$ cat src/hw/rtl/htc_pkg.sv
// Package for the hit time clustering block: field widths, constants,
// the cluster record type, the divider request and response types, and the sequencer states.
// Used by htc_divider and hit_time_clustering; depends on nothing else.
`default_nettype none

package htc_pkg;

	localparam int TimeW   = 16;
	localparam int SizeW   = 24;
	localparam int TsumW   = 22;
	localparam int CountW  = 7;
	localparam int MergedW = 6;

	// The divider retires one quotient bit per cycle.
	localparam int DivSteps = TsumW;
	localparam int StepW    = $clog2(DivSteps);

	localparam logic [SizeW-1:0] SizeMax        = '1;
	localparam logic [TimeW-1:0] ThresholdReset = 16'd160;

	// One finished cluster that is waiting for its mean time.
	typedef struct packed {
		logic [TsumW-1:0]  time_sum;
		logic [SizeW-1:0]  size_sum;
		logic [CountW-1:0] count;
		logic              last;
	} htc_slot_t;

	typedef struct packed {
		logic              start;
		logic [TsumW-1:0]  dividend;
		logic [CountW-1:0] divisor;
	} htc_div_req_t;

	typedef struct packed {
		logic             done;
		logic [TsumW-1:0] quotient;
	} htc_div_rsp_t;

	typedef enum logic [2:0] {
		S_IDLE = 3'b001,
		S_DIV  = 3'b010,
		S_OUT  = 3'b100
	} htc_state_t;

endpackage

`default_nettype wire

$ cat src/hw/rtl/htc_divider.sv
// Restoring divider for the cluster mean: time sum over hit count, one bit per cycle.
// Depends on htc_pkg for widths and the request and response types.
`default_nettype none

module htc_divider (
	input  logic                  clk,
	input  logic                  arst_n,
	input  htc_pkg::htc_div_req_t req,
	output htc_pkg::htc_div_rsp_t rsp
);
	import htc_pkg::*;

	localparam logic [StepW-1:0] StepLast = StepW'(DivSteps - 1);

	logic [TsumW-1:0]  dvd_q;
	logic [CountW-1:0] rem_q;
	logic [CountW-1:0] dvs_q;
	logic [StepW-1:0]  step_q;
	logic              busy_q;
	logic              done_q;

	logic [CountW:0] rem_shift;
	logic [CountW:0] rem_diff;
	logic            rem_ge;

	// The partial remainder stays below the divisor, so the shifted value fits CountW+1 bits.
	always_comb begin
		rem_shift = {rem_q, dvd_q[TsumW-1]};
		rem_ge    = rem_shift >= {1'b0, dvs_q};
		rem_diff  = rem_shift - {1'b0, dvs_q};
	end

	always_ff @(posedge clk or negedge arst_n) begin
		if (!arst_n) begin
			busy_q <= 1'b0;
			done_q <= 1'b0;
			step_q <= '0;
		end else if (req.start) begin
			busy_q <= 1'b1;
			done_q <= 1'b0;
			step_q <= '0;
		end else if (busy_q) begin
			step_q <= step_q + 1'b1;
			if (step_q == StepLast) begin
				busy_q <= 1'b0;
				done_q <= 1'b1;
			end
		end else begin
			done_q <= 1'b0;
		end
	end

	// Quotient bits shift in at the bottom as dividend bits leave at the top.
	always_ff @(posedge clk) begin
		if (req.start) begin
			dvd_q <= req.dividend;
			dvs_q <= req.divisor;
			rem_q <= '0;
		end else if (busy_q) begin
			dvd_q <= {dvd_q[TsumW-2:0], rem_ge};
			rem_q <= rem_ge ? rem_diff[CountW-1:0] : rem_shift[CountW-1:0];
		end
	end

	assign rsp.done     = done_q;
	assign rsp.quotient = dvd_q;

endmodule

`default_nettype wire

$ cat src/hw/rtl/hit_time_clustering.sv
// Top level of the hit time clustering block: accumulator, result queue and sequencer.
// Depends on htc_pkg and on htc_divider for the cluster mean.
`default_nettype none

// Hits of one channel arrive in time order, one per transfer. A hit joins the
// open cluster when its distance from the previous hit is below merge_threshold
// and the cluster holds fewer than MAX_RUN hits; otherwise the open cluster is
// closed and the hit starts a new one. A hit with tlast set also closes the
// cluster that it ends up in, so one hit can close up to two clusters. Every
// closed cluster is reported with its truncated mean time, saturated size sum
// and merged hit count. Each closed cluster is queued when the hit is taken,
// then launched into the shared restoring divider that forms the mean; the
// sequencer sees the divider finish and moves the result into the output
// register, waiting while a stalled output register drains. A hit that only
// merges is taken without further work. The input is ready only while the
// sequencer is idle, but a result may still wait in the output register
// meanwhile. merge_threshold is written through cfg_we and cfg_wdata;
// the user must write it only while the block is idle, since the block itself
// does not enforce this.

module hit_time_clustering #(
	parameter int MAX_RUN = 64
) (
	input  logic        clk,
	input  logic        arst_n,
	// Configuration: merge_threshold.
	input  logic        cfg_we,
	input  logic [15:0] cfg_wdata,
	// Hit input. s_tdata: hit_time [15:0], hit_size [39:16].
	input  logic        s_tvalid,
	output logic        s_tready,
	input  logic [39:0] s_tdata,
	input  logic        s_tlast,   // last_hit
	// Cluster output. m_tdata: cluster_time [15:0], cluster_size [39:16],
	// merged_count [45:40], zero [47:46].
	output logic        m_tvalid,
	input  logic        m_tready,
	output logic [47:0] m_tdata,
	output logic        m_tlast    // last_cluster
);
	import htc_pkg::*;

	localparam logic [CountW-1:0] MaxRunC = CountW'(MAX_RUN);

	// Configuration register.
	logic [TimeW-1:0] threshold_q;

	// Open cluster.
	logic [TsumW-1:0]  time_sum_q;
	logic [SizeW-1:0]  size_sum_q;
	logic [CountW-1:0] hit_count_q;
	logic [TimeW-1:0]  prev_time_q;
	logic              open_q;

	// Queue of closed clusters waiting for the divider: slot A is served first.
	htc_slot_t  slot_a_q;
	htc_slot_t  slot_b_q;
	logic [1:0] pend_n_q;

	htc_state_t state_q;
	logic       div_go_q;

	// Output register.
	logic               m_tvalid_q;
	logic [TimeW-1:0]   out_time_q;
	logic [SizeW-1:0]   out_size_q;
	logic [MergedW-1:0] out_merged_q;
	logic               out_last_q;

	htc_div_req_t div_req;
	htc_div_rsp_t div_rsp;

	logic [TimeW-1:0]  in_time;
	logic [SizeW-1:0]  in_size;
	logic              in_last;
	logic              accept;
	logic [TimeW-1:0]  gap;
	logic              do_merge;
	logic              emit_old;
	logic [SizeW:0]    size_add;
	logic [SizeW-1:0]  size_sat;
	htc_slot_t         old_cl;
	htc_slot_t         new_cl;
	logic              out_load;
	logic [CountW-1:0] merged_full;

	assign in_time  = s_tdata[TimeW-1:0];
	assign in_size  = s_tdata[TimeW+SizeW-1:TimeW];
	assign in_last  = s_tlast;
	assign s_tready = (state_q == S_IDLE);
	assign accept   = s_tvalid && s_tready;

	// Merge decision and the cluster as it stands after this hit.
	always_comb begin
		gap      = (in_time >= prev_time_q) ? (in_time - prev_time_q) : (prev_time_q - in_time);
		do_merge = open_q && (gap < threshold_q) && (hit_count_q < MaxRunC);
		emit_old = open_q && !do_merge;
		size_add = {1'b0, size_sum_q} + {1'b0, in_size};
		size_sat = size_add[SizeW] ? SizeMax : size_add[SizeW-1:0];

		old_cl.time_sum = time_sum_q;
		old_cl.size_sum = size_sum_q;
		old_cl.count    = hit_count_q;
		old_cl.last     = 1'b0;

		if (do_merge) begin
			new_cl.time_sum = time_sum_q + TsumW'(in_time);
			new_cl.size_sum = size_sat;
			new_cl.count    = hit_count_q + 1'b1;
		end else begin
			new_cl.time_sum = TsumW'(in_time);
			new_cl.size_sum = in_size;
			new_cl.count    = CountW'(1);
		end
		new_cl.last = 1'b1;
	end

	assign out_load    = (state_q == S_OUT) && (!m_tvalid_q || m_tready);
	assign merged_full = slot_a_q.count - 1'b1;

	always_ff @(posedge clk or negedge arst_n) begin
		if (!arst_n) begin
			threshold_q <= ThresholdReset;
		end else if (cfg_we) begin
			threshold_q <= cfg_wdata;
		end
	end

	// Cluster accumulator. A flush leaves no cluster open.
	always_ff @(posedge clk or negedge arst_n) begin
		if (!arst_n) begin
			time_sum_q  <= '0;
			size_sum_q  <= '0;
			hit_count_q <= '0;
			prev_time_q <= '0;
			open_q      <= 1'b0;
		end else if (accept) begin
			prev_time_q <= in_time;
			if (in_last) begin
				time_sum_q  <= '0;
				size_sum_q  <= '0;
				hit_count_q <= '0;
				open_q      <= 1'b0;
			end else begin
				time_sum_q  <= new_cl.time_sum;
				size_sum_q  <= new_cl.size_sum;
				hit_count_q <= new_cl.count;
				open_q      <= 1'b1;
			end
		end
	end

	// The older cluster always goes first, so the flushed one comes out second.
	always_ff @(posedge clk) begin
		if (accept) begin
			if (emit_old) begin
				slot_a_q <= old_cl;
				slot_b_q <= new_cl;
			end else begin
				slot_a_q <= new_cl;
			end
		end else if (out_load) begin
			slot_a_q <= slot_b_q;
		end
	end

	// Sequencer: launch the divider, wait for the mean, hand the result over.
	always_ff @(posedge clk or negedge arst_n) begin
		if (!arst_n) begin
			state_q  <= S_IDLE;
			pend_n_q <= '0;
			div_go_q <= 1'b0;
		end else begin
			div_go_q <= 1'b0;
			case (state_q)
				S_IDLE: begin
					if (accept && (emit_old || in_last)) begin
						pend_n_q <= (emit_old && in_last) ? 2'd2 : 2'd1;
						div_go_q <= 1'b1;
						state_q  <= S_DIV;
					end
				end
				S_DIV: begin
					if (div_rsp.done) begin
						state_q <= S_OUT;
					end
				end
				S_OUT: begin
					if (out_load) begin
						pend_n_q <= pend_n_q - 1'b1;
						if (pend_n_q == 2'd2) begin
							div_go_q <= 1'b1;
							state_q  <= S_DIV;
						end else begin
							state_q <= S_IDLE;
						end
					end
				end
				default: begin
					state_q <= S_IDLE;
				end
			endcase
		end
	end

	assign div_req.start    = div_go_q;
	assign div_req.dividend = slot_a_q.time_sum;
	assign div_req.divisor  = slot_a_q.count;

	htc_divider u_divider (
		.clk    (clk),
		.arst_n (arst_n),
		.req    (div_req),
		.rsp    (div_rsp)
	);

	always_ff @(posedge clk or negedge arst_n) begin
		if (!arst_n) begin
			m_tvalid_q <= 1'b0;
		end else if (out_load) begin
			m_tvalid_q <= 1'b1;
		end else if (m_tready) begin
			m_tvalid_q <= 1'b0;
		end
	end

	// The mean never exceeds the largest hit time, so the low bits are the whole quotient.
	always_ff @(posedge clk) begin
		if (out_load) begin
			out_time_q   <= div_rsp.quotient[TimeW-1:0];
			out_size_q   <= slot_a_q.size_sum;
			out_merged_q <= merged_full[MergedW-1:0];
			out_last_q   <= slot_a_q.last;
		end
	end

	assign m_tvalid = m_tvalid_q;
	assign m_tdata  = {2'b00, out_merged_q, out_size_q, out_time_q};
	assign m_tlast  = out_last_q;

	// A new hit is only taken once every closed cluster has been handed over.
	a_ready_empty: assert property (@(posedge clk) disable iff (!arst_n)
		s_tready |-> pend_n_q == 2'd0)
		else $error("input ready while clusters are still queued");

	// The divider finishes only while the sequencer waits for it.
	a_done_in_div: assert property (@(posedge clk) disable iff (!arst_n)
		div_rsp.done |-> state_q == S_DIV)
		else $error("divider finished outside the divide state");

	// The flushed cluster is always the final one of its hit.
	a_last_drains: assert property (@(posedge clk) disable iff (!arst_n)
		(out_load && slot_a_q.last) |=> pend_n_q == 2'd0)
		else $error("cluster queued behind the flushed cluster");

	// An open cluster never grows beyond the run limit.
	a_run_limit: assert property (@(posedge clk) disable iff (!arst_n)
		hit_count_q <= MaxRunC)
		else $error("cluster exceeds the run limit");

endmodule

`default_nettype wire
$ cat config.mk
export PLATFORM = sky130hd
export DESIGN_NAME = hit_time_clustering
export DESIGN_NICKNAME = d
export VERILOG_FILES = /design/src/hw/rtl/htc_pkg.sv /design/src/hw/rtl/htc_divider.sv /design/src/hw/rtl/hit_time_clustering.sv
export SDC_FILE = /design/constraint.sdc
export NUM_CORES = 1
export LEC_CHECK = 0
export ABC_CLOCK_PERIOD_IN_PS = 7710
export BUFFER_PORTS_ARGS = -buffer_cell sky130_fd_sc_hd__buf_4
export CAP_MARGIN = 10
export CORE_UTILIZATION = 45
export CTS_BUF_LIST = sky130_fd_sc_hd__clkbuf_2
export DETAILED_ROUTE_END_ITERATION = 7
export GPL_ROUTABILITY_DRIVEN = 0
export PLACE_DENSITY_LB_ADDON = 0.25
export SLEW_MARGIN = 20
export SYNTH_ARGS = -nofsm -noshare
export SYNTH_HDL_FRONTEND = slang
export SYNTH_SLANG_ARGS = --single-unit
$ cat constraint.sdc
create_clock -name clk -period 7.71 [get_ports clk]
set_input_delay 0.3855 -clock clk [delete_from_list [all_inputs] [get_ports clk]]
set_output_delay 0.3855 -clock clk [all_outputs]
set_load 0.03 [all_outputs]
==> Word level (Yosys, flattened, before mapping) <==
Cells that the tools add are included.
{ "classes": {"addsub": 9, "n_lt_le_gt_ge": 4, "eq_ne": 9, "muxes": 36, "reduce_logical": 18} }
{ "op_table": {"columns": ["op", "count"], "rows": [
  ["$mux 54", 3],
  ["$mux 22", 3],
  ["$mux 53", 1],
  ["$mux 24", 2],
  ["$sub 16x16->16", 2],
  ["$add 24x24->25", 1],
  ["$add 22x16->22", 1],
  ["$ge 16x16->1", 1],
  ["$lt 16x16->1", 1],
  ["$mux 16", 1],
  ["$mux 7", 2],
  ["$mux 1", 12],
  ["$mux 5", 2],
  ["$mux 3", 3],
  ["$pmux 3 s3", 1],
  ["$ge 8x7->1", 1],
  ["$mux 2", 4],
  ["$reduce_bool 2->1", 4],
  ["$add 7x1->7 const B", 1],
  ["$logic_and 1x1->1", 7],
  ["$lt 7x7->1 const B", 1],
  ["$sub 7x7->7", 1],
  ["$reduce_and 3->1", 2],
  ["$sub 6x1->6 const B", 1],
  ["15 further kinds", 18]
]} }
{ "totals": {"regBits": 290, "wordCells": 103} }

==> Depth between registers and ports, before layout <==
Gate-level depths: netlist (run 1).
{ "logic_depth": {"word_depth": 11, "mapped_depth": 25} }

==> Cells and area by module <==
From an unflattened synthesis (run 1), not the netlist that was laid out.
{ "unflattened": {"hier_cells": 1568, "area_unflattened_um2": 16224.3} }
{ "by_module_without_submodules": {"columns": ["mod", "instances", "cells_per_inst", "area_per_inst_um2"], "rows": [
  ["hit_time_clustering", 1, 1394, 14054.7],
  ["htc_divider", 1, 174, 2169.6]
]} }

==> Least setup slack after synthesis (run 1) <==
No wires, ideal clock.
{ "synth_timing": {"path_kind": "flip-flop to flip-flop", "start": "register state_q[2]", "end": "register pend_n_q[1]", "arrival_time_ns": 5.785, "slack_ns": 1.797, "path_stages_with_launch": 6, "path_buffers": 0, "path_cell_list": "dfrtp_1 -> nor2b_1 -> nand2b_1 -> o21ai_0 -> o21ai_0 -> mux2_2"} }
{ "synth_between": {"elab_chain_len": 5, "elab_cells_between_ends": 10, "cone_classes": "eq/ne: 4; mux: 1; reduce/logical: 5"} }
{ "synth_rtl": {"columns": ["item", "line", "source"], "rows": [
  ["from (decl)", "hit_time_clustering.sv:60", "htc_state_t state_q;"],
  ["from (signal assigned)", "hit_time_clustering.sv:170", "state_q <= S_IDLE;"],
  ["from (signal assigned)", "hit_time_clustering.sv:180", "state_q <= S_DIV;"],
  ["from (signal assigned)", "hit_time_clustering.sv:185", "state_q <= S_OUT;"],
  ["$eq 3x1->1", "hit_time_clustering.sv:90, hit_time_clustering.sv:175", null],
  ["$logic_and 1x1->1", "hit_time_clustering.sv:91", "assign accept = s_tvalid && s_tready;"],
  ["$logic_and 1x1->1", "hit_time_clustering.sv:177", "if (accept && (emit_old || in_last)) begin"],
  ["$ne 2x1->1 (no line)", null, null],
  ["$reduce_and 3->1 (no line)", null, null],
  ["to (signal assigned)", "hit_time_clustering.sv:178", "pend_n_q <= (emit_old && in_last) ? 2'd2 : 2'd1;"],
  ["to (signal assigned)", "hit_time_clustering.sv:190", "pend_n_q <= pend_n_q - 1'b1;"],
  ["to (decl)", "hit_time_clustering.sv:58", "logic [1:0] pend_n_q;"]
]} }
Parallel ways exist; a longest one is shown, timed or not.
A chain may end at the register's enable or synchronous reset.

==> Final worst setup path (run 1) <==
{ "layout_timing": {"start": "register prev_time_q[0]", "end": "register size_sum_q[17]"} }
{ "layout_between": {"elab_chain_len": 7, "elab_cells_between_ends": 9, "cone_classes": "add/sub: 2; order compare: 2; mux: 3; reduce/logical: 2"} }
{ "layout_rtl": {"columns": ["item", "line", "source"], "rows": [
  ["from (decl)", "hit_time_clustering.sv:52", "logic [TimeW-1:0] prev_time_q;"],
  ["from (signal assigned)", "hit_time_clustering.sv:138", "prev_time_q <= in_time;"],
  ["$sub 16x16->16 or $ge 16x16->1 (tied branches)", "hit_time_clustering.sv:95", "gap = (in_time >= prev_time_q) ? (in_time - prev_time_q) : (prev_time_q - in_time);"],
  ["$mux 16 *", "hit_time_clustering.sv:95", null],
  ["$lt 16x16->1 *", "hit_time_clustering.sv:96", "do_merge = open_q && (gap < threshold_q) && (hit_count_q < MaxRunC);"],
  ["$logic_and 1x1->1 * (2 in a row)", "hit_time_clustering.sv:96", null],
  ["$mux 53 *", "hit_time_clustering.sv:106", "if (do_merge) begin"],
  ["$mux 24 *", "hit_time_clustering.sv:139", "if (in_last) begin"],
  ["to (signal assigned)", "hit_time_clustering.sv:146", "size_sum_q <= new_cl.size_sum;"],
  ["to (decl)", "hit_time_clustering.sv:50", "logic [SizeW-1:0] size_sum_q;"]
]} }
Mark *: on every way between the ends. The rest lies on a longest branch, timed or not.

==> results.env, run 1 <==
STATUS='complete, no violations'
SYNTH-SEQ-CELLS=290
AREA.SEQUENTIAL_MM2=0.00814
SYN-CELL-AREA_MM2=0.0162
REMAINING_DRC_ERRORS=0
PIN_COUNT=113
MULTI_INPUT_AREA_MM2=0.00746
TIMING.FINAL.MAX_SLEW_VIOLATIONS=0
MAX-CAP-VIOLATIONS=0
FINAL_COMMON_CELL='sky130_fd_sc_hd__edfxtp_1'
REPORT.FINAL.SETUP_VIOL=0
DP_HPWL_UM=26000
POSTSYNTHCELLCOUNT=1543
VIA_COUNT_OF_THE_FIRST_GLOBAL_ROUTING_PASS=12348
SYN2LAYOUT_AREA_GROWTH_PCT=17.9
CLOCK_TREE.BUFFER_DEPTH=3
TOP_LIBRARY_CELLS_BY_USAGE_IN_THE_LAYOUT_FILL_AND_TAPS_ASIDE='sky130_fd_sc_hd__edfxtp_1 (183), sky130_fd_sc_hd__o21ai_0 (139), sky130_fd_sc_hd__buf_4 (127), sky130_fd_sc_hd__a21oi_1 (126), sky130_fd_sc_hd__clkbuf_2 (125)'
LAYOUT_MIN_CYCLE_TIME_PS=6320
GROUTE.USAGE.OVERALL=0.223
WORST-PATH-MAX-FANOUT=29
FINAL_AREA_MM2=0.0192
WORSTPATHREQUIRED_PS=8590
ASYNC_S_R_FF_SHARE_SYNTH=0.345
STD_CELL_ROWS=69
P_LEAK_nW=8.18
CP-START-KIND='flip-flop'
GLOBAL_ROUTE_WIRE_LENGTH_BEFORE_REPAIR_UM=64700
DIE_Y_UM=192
CLK-INSERTION-DELAY-LATE_PS=950
FINALHOLDVIOLATIONS=0
CP_TOP_FAMILY='compound AO/OA/AOI/OAI gates'
PLACE_WORST_SETUP_SLACK_PS=1360
POWER.IR.VDD_WORST_uV=234
ANTENNA_FOUND_INITIAL=2
DRT-TOTAL-WL_UM=39900
MAXSLEWHEADROOM=0.360
TRITONCTS.NUM_BUFFERS=78
ROUTE.VIAS.TOTAL=12623
WORST-ENDPOINT-ARRIVAL_PS=7200
POWER-PER-CELL-AREA_mW_PER_MM2=398
DIEWIDTH_UM=192
YOSYS_WARNINGS=0
WORST_HOLD_PATH_TYPE='input port to flip-flop'
CP.DEPTH=22
CRIT_CHAIN='ha_1 -> inv_1 -> fa_1 -> a21oi_1 -> o22ai_1 -> o41ai_2 -> o31a_1 -> o21ai_1 -> a221oi_4 -> buf_4 -> mux2i_1 -> xor2_1 -> ha_1 -> a21oi_1 -> nor2b_1 -> o21ai_0 -> nand3_1 -> nor2_4 -> buf_4 -> o21ai_0 -> o31ai_1 -> dlygate4sd3_1'
SYNTH_CELL_TYPE_COUNT=76
R2R_START='prev_time_q[0]'
CLKSINKCOUNT=290
GRT_START_MAX_NET_PINS=78
POST_DP_CELL_AREA_MM2=0.0175
TRITONCTS='built'
CTS-ROOT-BUF='sky130_fd_sc_hd__clkbuf_2'
FINAL_CORE_UTIL=0.539
REG2REG_DEPTH=22
HTREEDEPTH=3
ROUTED_VIA_DENSITY=5.50
FIRST_PASS_ITERS=8
CORE_REGION_AREA_MM2=0.0356
HIGHEST_DELAY_CELL_ALONG_THE_CRITICAL_PATH='sky130_fd_sc_hd__nor2_4'
GRT.OVERFLOW.TOTAL=0
CRIT_PATH_END='size_sum_q[17]'
HOLD-PATH-CELL-COUNT=4
R2R_SETUP_SLACK_PS=1390
NNETSFINAL=1933
DRIVE_GT1_FRAC=0.173
FIRST_ITER_VIOLATIONS=910
SYNTHFLOPTYPE='sky130_fd_sc_hd__edfxtp_1'
SETUP_REPAIR_AFTER_GLOBAL_ROUTING_MISSED_ITS_MARGIN='no'
FINALCLOCKSKEW_PS=64.7
REGTOREGENDPOINT='size_sum_q[17]'
DRT-WIRELENGTH-PER-CELL_UM=17.4
WORST-SLEW-PIN-TRANSITION_PS=959
MAX_STAGE_DELAY_PS=640
SYNTH.YOSYS.SEQ_AREA_SHARE=0.501
CRITICAL_PATH.ENDPOINT_TYPE='flip-flop'
CLOCK.FMAX_GHz=0.158
CP.BUFFERS_INVERTERS=4
CLK_PIN_SLEW_PS=120
NFILLCELLS=3219
SETUP.WORST_PATH.START='prev_time_q[0]'
TOTAL_OF_CELLS_RESIZED_AFTER_CLOCK_TREE_SYNTHESIS=0
SETUP_TNS_PS=0
DIEAREA_MM2=0.0369
SYNTHESIS.AREA_PER_INSTANCE_UM2=10.5
ANT_NETS=0
START_UTIL=0.457
NUMBER_OF_FLOPS_MAPPED_TO_ENABLE_CELLS_BY_YOSYS=183
POST-ROUTE-PERIOD-UTIL=0.819
POST-ROUTE-WORST-SETUP-SLACK_PS=1390
PORT_BUFFERS=110
WORST-SETUP-PATH-TYPE='flip-flop to flip-flop'
report_power, final:
group | internal (mW) | switching (mW)
combinational | 1.61 | 2.38
clock | 0.429 | 0.662
sequential | 2.31 | 0.244
total | 4.34 | 3.29
sequential cells by signal, indices dropped and copies added (netlist names), 22 cells and up:
signal / flops
slot_b_q: 53
div_req: 29
slot_a_q: 25
out_size_q: 24
size_sum_q: 24
time_sum_q: 22
u_divider.dvd_q: 22
metal layers:
layer  routed length [um]  track usage  vias up
li1                     -            -     6161
met1                18900        0.316     6058
met2                18100        0.340      353
met3                 2180       0.0462       51
met4                  748       0.0748        0
met5                    0            0        -
synth_stat cells (11+ instances only):
master | n | area (um2)
sky130_fd_sc_hd__a21oi_1 | 126 | 631
sky130_fd_sc_hd__xnor2_1 | 34 | 298
sky130_fd_sc_hd__a21o_1 | 29 | 218
sky130_fd_sc_hd__a22o_1 | 39 | 342
sky130_fd_sc_hd__nor3_1 | 15 | 75.1
sky130_fd_sc_hd__edfxtp_1 | 183 | 5500
sky130_fd_sc_hd__nand2_1 | 119 | 447
sky130_fd_sc_hd__nand3_1 | 25 | 125
sky130_fd_sc_hd__inv_1 | 95 | 357
sky130_fd_sc_hd__nand2b_1 | 15 | 93.8
sky130_fd_sc_hd__o21a_1 | 11 | 82.6
sky130_fd_sc_hd__nor2_1 | 98 | 368
sky130_fd_sc_hd__dfrtp_1 | 97 | 2430
sky130_fd_sc_hd__o22a_1 | 16 | 140
sky130_fd_sc_hd__a211oi_1 | 17 | 128
sky130_fd_sc_hd__and3_1 | 16 | 100
sky130_fd_sc_hd__ha_1 | 98 | 1230
sky130_fd_sc_hd__nor2b_1 | 14 | 87.6
sky130_fd_sc_hd__clkbuf_1 | 56 | 210
sky130_fd_sc_hd__mux2i_1 | 32 | 320
sky130_fd_sc_hd__xor2_1 | 28 | 245
sky130_fd_sc_hd__o31ai_1 | 12 | 90.1
sky130_fd_sc_hd__o21ai_0 | 140 | 701
sky130_fd_sc_hd__mux2_2 | 33 | 372
sky130_fd_sc_hd__o21bai_1 | 21 | 158
sky130_fd_sc_hd__a31oi_1 | 11 | 68.8
cell type report:
type | instances | share of cell area
Antenna cell | 4 | 0.000522
Clock buffer | 125 | 0.0326
Clock inverter | 18 | 0.00477
Inverter | 96 | 0.0188
Multi-Input combinational cell | 1082 | 0.390
Sequential cell | 290 | 0.425
Tap cell | 461 | 0.0301
Timing Repair Buffer | 220 | 0.0988
cells by family (layout without fill, tap and decap cells):
logic type,after synthesis,after routing,synth area share
multiplexers,65,65,0.0426
AO/OA/AOI/OAI,487,487,0.193
adder cells (fa/ha/maj),103,103,0.0816
buffers and inverters,172,459,0.0421
XOR/XNOR,62,62,0.0334
AND/OR/NAND/NOR,363,363,0.106
other,1,6,0.000231
flip-flops,290,290,0.501
worst min-delay path by stage:
| stage | endpoint | slack (ps) | startpoint |
|---|---|---|---|
| 2_1_floorplan | div_go_q | 90 | arst_n |
| 3_3_place_gp | u_divider.step_q[3] | 390 | arst_n |
| 3_5_place_dp | time_sum_q[3] | 390 | arst_n |
| 4_1_cts | time_sum_q[9] | 20 | s_tvalid |
| 5_1_grt | m_tvalid | 50 | m_tready |
| 6_report | time_sum_q[9] | 140 | s_tvalid |
worst register-to-register path: stages, from the launching register on:
cell and delay, ps:
sky130_fd_sc_hd__dfrtp_1 350, sky130_fd_sc_hd__ha_1 160, sky130_fd_sc_hd__inv_1 50, sky130_fd_sc_hd__fa_1 380, sky130_fd_sc_hd__a21oi_1 190, sky130_fd_sc_hd__o22ai_1 140, sky130_fd_sc_hd__o41ai_2 400, sky130_fd_sc_hd__o31a_1 210
sky130_fd_sc_hd__o21ai_1 90, sky130_fd_sc_hd__a221oi_4 220, sky130_fd_sc_hd__buf_4 300, sky130_fd_sc_hd__mux2i_1 260, sky130_fd_sc_hd__xor2_1 210, sky130_fd_sc_hd__ha_1 280, sky130_fd_sc_hd__a21oi_1 130, sky130_fd_sc_hd__nor2b_1 50
sky130_fd_sc_hd__o21ai_0 270, sky130_fd_sc_hd__nand3_1 510, sky130_fd_sc_hd__nor2_4 640, sky130_fd_sc_hd__buf_4 440, sky130_fd_sc_hd__o21ai_0 170, sky130_fd_sc_hd__o31ai_1 230, sky130_fd_sc_hd__dlygate4sd3_1 580
timing repair:
action | 4_1_cts | 5_1_grt
endpoints found under the hold margin | 184 | 0
setup buffers | 0 | 0
hold buffers | 93 | 0
endpoints found under the setup margin | 0 | 0
through the flow:
step	total power, mW	hold slack [ps]	instances
2_1_floorplan	5.52	89.9	1544
3_3_place_gp	6.38	388	2056
3_5_place_dp	6.48	386	2056
4_1_cts	7.66	23.2	2292
5_1_grt	8.30	46.3	2296
6_report	7.63	138	2296
Note: power is estimated with default switching activity, not from simulation.
==> run 2: changes to the inputs <==
--- a/config.mk
+++ b/config.mk
@@ -5,7 +5,7 @@
 export SDC_FILE = /design/constraint.sdc
 export NUM_CORES = 1
 export LEC_CHECK = 0
-export ABC_CLOCK_PERIOD_IN_PS = 7710
+export ABC_CLOCK_PERIOD_IN_PS = 5580
 export BUFFER_PORTS_ARGS = -buffer_cell sky130_fd_sc_hd__buf_4
 export CAP_MARGIN = 10
 export CORE_UTILIZATION = 45
==> constraint.sdc (replaced) <==
create_clock -name clk -period 5.58 [get_ports clk]
set_input_delay 0.279 -clock clk [delete_from_list [all_inputs] [get_ports clk]]
set_output_delay 0.279 -clock clk [all_outputs]
set_load 0.03 [all_outputs]
==> results.env, run 2 (same netlist as run 1, synthesis figures left out) <==
STATUS='complete, no violations'
PIN_COUNT=113
POST-ROUTE-WORST-SETUP-SLACK_PS=222
FINALHOLDWORSTSLACK_PS=126
REPORT.FINAL.SETUP_VIOL=0
FINAL_AREA_MM2=0.0197
GROUTE.USAGE.OVERALL=0.224
CTS-ROOT-BUF='sky130_fd_sc_hd__clkbuf_2'
WORST-ENDPOINT-ARRIVAL_PS=6050
FINAL_COMMON_CELL='sky130_fd_sc_hd__edfxtp_1'
WORST-SLEW-PIN-TRANSITION_PS=1010
DIEAREA_MM2=0.0369
TIMING.FINAL.MAX_SLEW_VIOLATIONS=0
PLACED_CELLS=2077
WORST-SETUP-PATH-TYPE='flip-flop to flip-flop'
WORST-PATH-MAX-FANOUT=28
CLOCK.FMAX_GHz=0.187
ANT_NETS=0
CLK-INSERTION-DELAY-LATE_PS=970
DRT-WIRELENGTH-PER-CELL_UM=17.4
FINALHOLDVIOLATIONS=0
SETUP_TNS_PS=0
CLK_PIN_SLEW_PS=100
FINALCLOCKSKEW_PS=90.2
TRITONCTS.NUM_BUFFERS=78
HTREEDEPTH=3
POWER.IR.VDD_WORST_uV=280
ROUTE.VIAS.TOTAL=12813
FIRST_PASS_ITERS=5
DP_HPWL_UM=26600
MAX_REG_FLOPS=53
POWER-PER-CELL-AREA_mW_PER_MM2=562
TRITONCTS='built'
CORE_REGION_AREA_MM2=0.0356
START_UTIL=0.457
REMAINING_DRC_ERRORS=0
GRT_START_MAX_NET_PINS=96
DRIVE_GT1_FRAC=0.192
STD_CELL_ROWS=69
DRT-TOTAL-WL_UM=40700
WORST_HOLD_PATH_TYPE='input port to flip-flop'
GLOBAL_ROUTE_WIRE_LENGTH_BEFORE_REPAIR_UM=64500
ROUTED_VIA_DENSITY=5.49
NNETSFINAL=1973
TOP_LIBRARY_CELLS_BY_USAGE_IN_THE_LAYOUT_FILL_AND_TAPS_ASIDE='sky130_fd_sc_hd__edfxtp_1 (183), sky130_fd_sc_hd__buf_4 (150), sky130_fd_sc_hd__o21ai_0 (133), sky130_fd_sc_hd__a21oi_1 (125), sky130_fd_sc_hd__clkbuf_2 (123)'
CP-START-KIND='flip-flop'
POST_DP_CELL_AREA_MM2=0.0177
LAYOUT_MIN_CYCLE_TIME_PS=5360
P_LEAK_nW=8.42
PLACE_WORST_SETUP_SLACK_PS=90.2
VIA_COUNT_OF_THE_FIRST_GLOBAL_ROUTING_PASS=12339
DIEWIDTH_UM=192
CLOCK_TREE.BUFFER_DEPTH=3
MAXSLEWHEADROOM=0.327
POST-ROUTE-PERIOD-UTIL=0.960
DIE_Y_UM=192
PORT_BUFFERS=110
CLKSINKCOUNT=290
GRT.OVERFLOW.TOTAL=0
WORSTPATHREQUIRED_PS=6270
REGMOSTFLOPS='slot_b_q'
INSTANCES_NO_FILL=2335
ANTENNA_FOUND_INITIAL=1
CRITICAL_PATH.ENDPOINT_TYPE='flip-flop'
FIRST_ITER_VIOLATIONS=985
SYN2LAYOUT_AREA_GROWTH_PCT=21.0
MAX-CAP-VIOLATIONS=0
[run 2: changes by cell type in the layout (fill, tap and decap cells not counted), moves of 3 or more]
| cell | before | now |
|---|---|---|
| sky130_fd_sc_hd__buf_12 | 1 | 6 |
| sky130_fd_sc_hd__o21ai_0 | 139 | 133 |
| sky130_fd_sc_hd__o21ai_1 | 5 | 10 |
| sky130_fd_sc_hd__buf_4 | 127 | 150 |
| sky130_fd_sc_hd__dlygate4sd3_1 | 92 | 102 |
| sky130_fd_sc_hd__diode_2 | 4 | 1 |
[run 2: worst max-delay path: stages, from the launching register on]
cell and delay, ps:
sky130_fd_sc_hd__dfrtp_1 370, sky130_fd_sc_hd__ha_1 160, sky130_fd_sc_hd__inv_1 60, sky130_fd_sc_hd__fa_2 360, sky130_fd_sc_hd__a21oi_2 180, sky130_fd_sc_hd__o22ai_2 110
sky130_fd_sc_hd__o41ai_2 360, sky130_fd_sc_hd__o31a_1 210, sky130_fd_sc_hd__o21ai_1 90, sky130_fd_sc_hd__a221oi_4 350, sky130_fd_sc_hd__buf_4 170, sky130_fd_sc_hd__mux2i_1 200
sky130_fd_sc_hd__xor2_1 170, sky130_fd_sc_hd__ha_1 270, sky130_fd_sc_hd__a211oi_2 240, sky130_fd_sc_hd__o21ai_2 100, sky130_fd_sc_hd__a211o_1 300, sky130_fd_sc_hd__o221a_4 270
sky130_fd_sc_hd__buf_4 160, sky130_fd_sc_hd__nor2_4 110, sky130_fd_sc_hd__buf_4 160, sky130_fd_sc_hd__buf_12 180, sky130_fd_sc_hd__nor3_1 80, sky130_fd_sc_hd__a21oi_1 230
sky130_fd_sc_hd__o21ai_0 170
[run 2: layout make-up]
class / instances / area [um2]
clock inverters: 22 / 131
diodes: 1 / 2.50
well taps: 461 / 577
flip-flops and latches: 290 / 8140
fillers: 3245 / 15900
clock buffers: 123 / 616
multi-input cells: 1082 / 7530
inverters: 96 / 363
repair buffers: 260 / 2310
[run 2: path summary, 6_finish.rpt]
| path | startpoint | to | slack, ps | cells past startpoint |
|---|---|---|---|---|
| worst min-delay path | s_tdata[7] | prev_time_q[7] | 130 | 4 |
| worst max register to register | prev_time_q[0] | div_req[22] | 220 | 24 |
| worst max-delay path | prev_time_q[0] | div_req[22] | 220 | 24 |
| min in group asynchronous | arst_n | state_q[0] | 430 | 3 |
| worst min register to register | slot_a_q[17] | out_size_q[9] | 410 | 0 |
| max in group asynchronous | arst_n | size_sum_q[4] | 4200 | 4 |
[run 2: repair_timing]
item	CTS	global route
hold endpoints to repair	206	0
gates resized for setup	0	23
setup endpoints to repair	0	175
hold buffers	103	0
setup buffers	0	9
[run 2: power breakdown]
group	total, mW	internal (mW)	leakage, nW	switching [mW]
Combinational	5.97	2.56	4.81	3.41
Clock	1.55	0.635	0.563	0.919
Sequential	3.53	3.19	3.05	0.345
Total	11.1	6.38	8.42	4.67
[run 2: through the flow]
| stage | power [mW] | util |
|---|---|---|
| after detailed placement | 9.19 | 0.498 |
| after global placement | 9.05 | 0.498 |
| after floorplan | 7.62 | - |
| after global routing | 11.9 | 0.553 |
| after CTS | 10.9 | 0.549 |
| final | 11.1 | 0.553 |
[run 2: layer usage]
| metal | up-vias | share of wire | track usage | wire length (um) |
|---|---|---|---|---|
| met2 | 395 | 0.45 | 0.346 | 18300 |
| met3 | 62 | 0.058 | 0.0395 | 2380 |
| met4 | 0 | 0.021 | 0.0827 | 856 |
| li1 | 6248 | - | - | - |
| met5 | - | 0 | 0 | 0 |
| met1 | 6108 | 0.47 | 0.315 | 19200 |
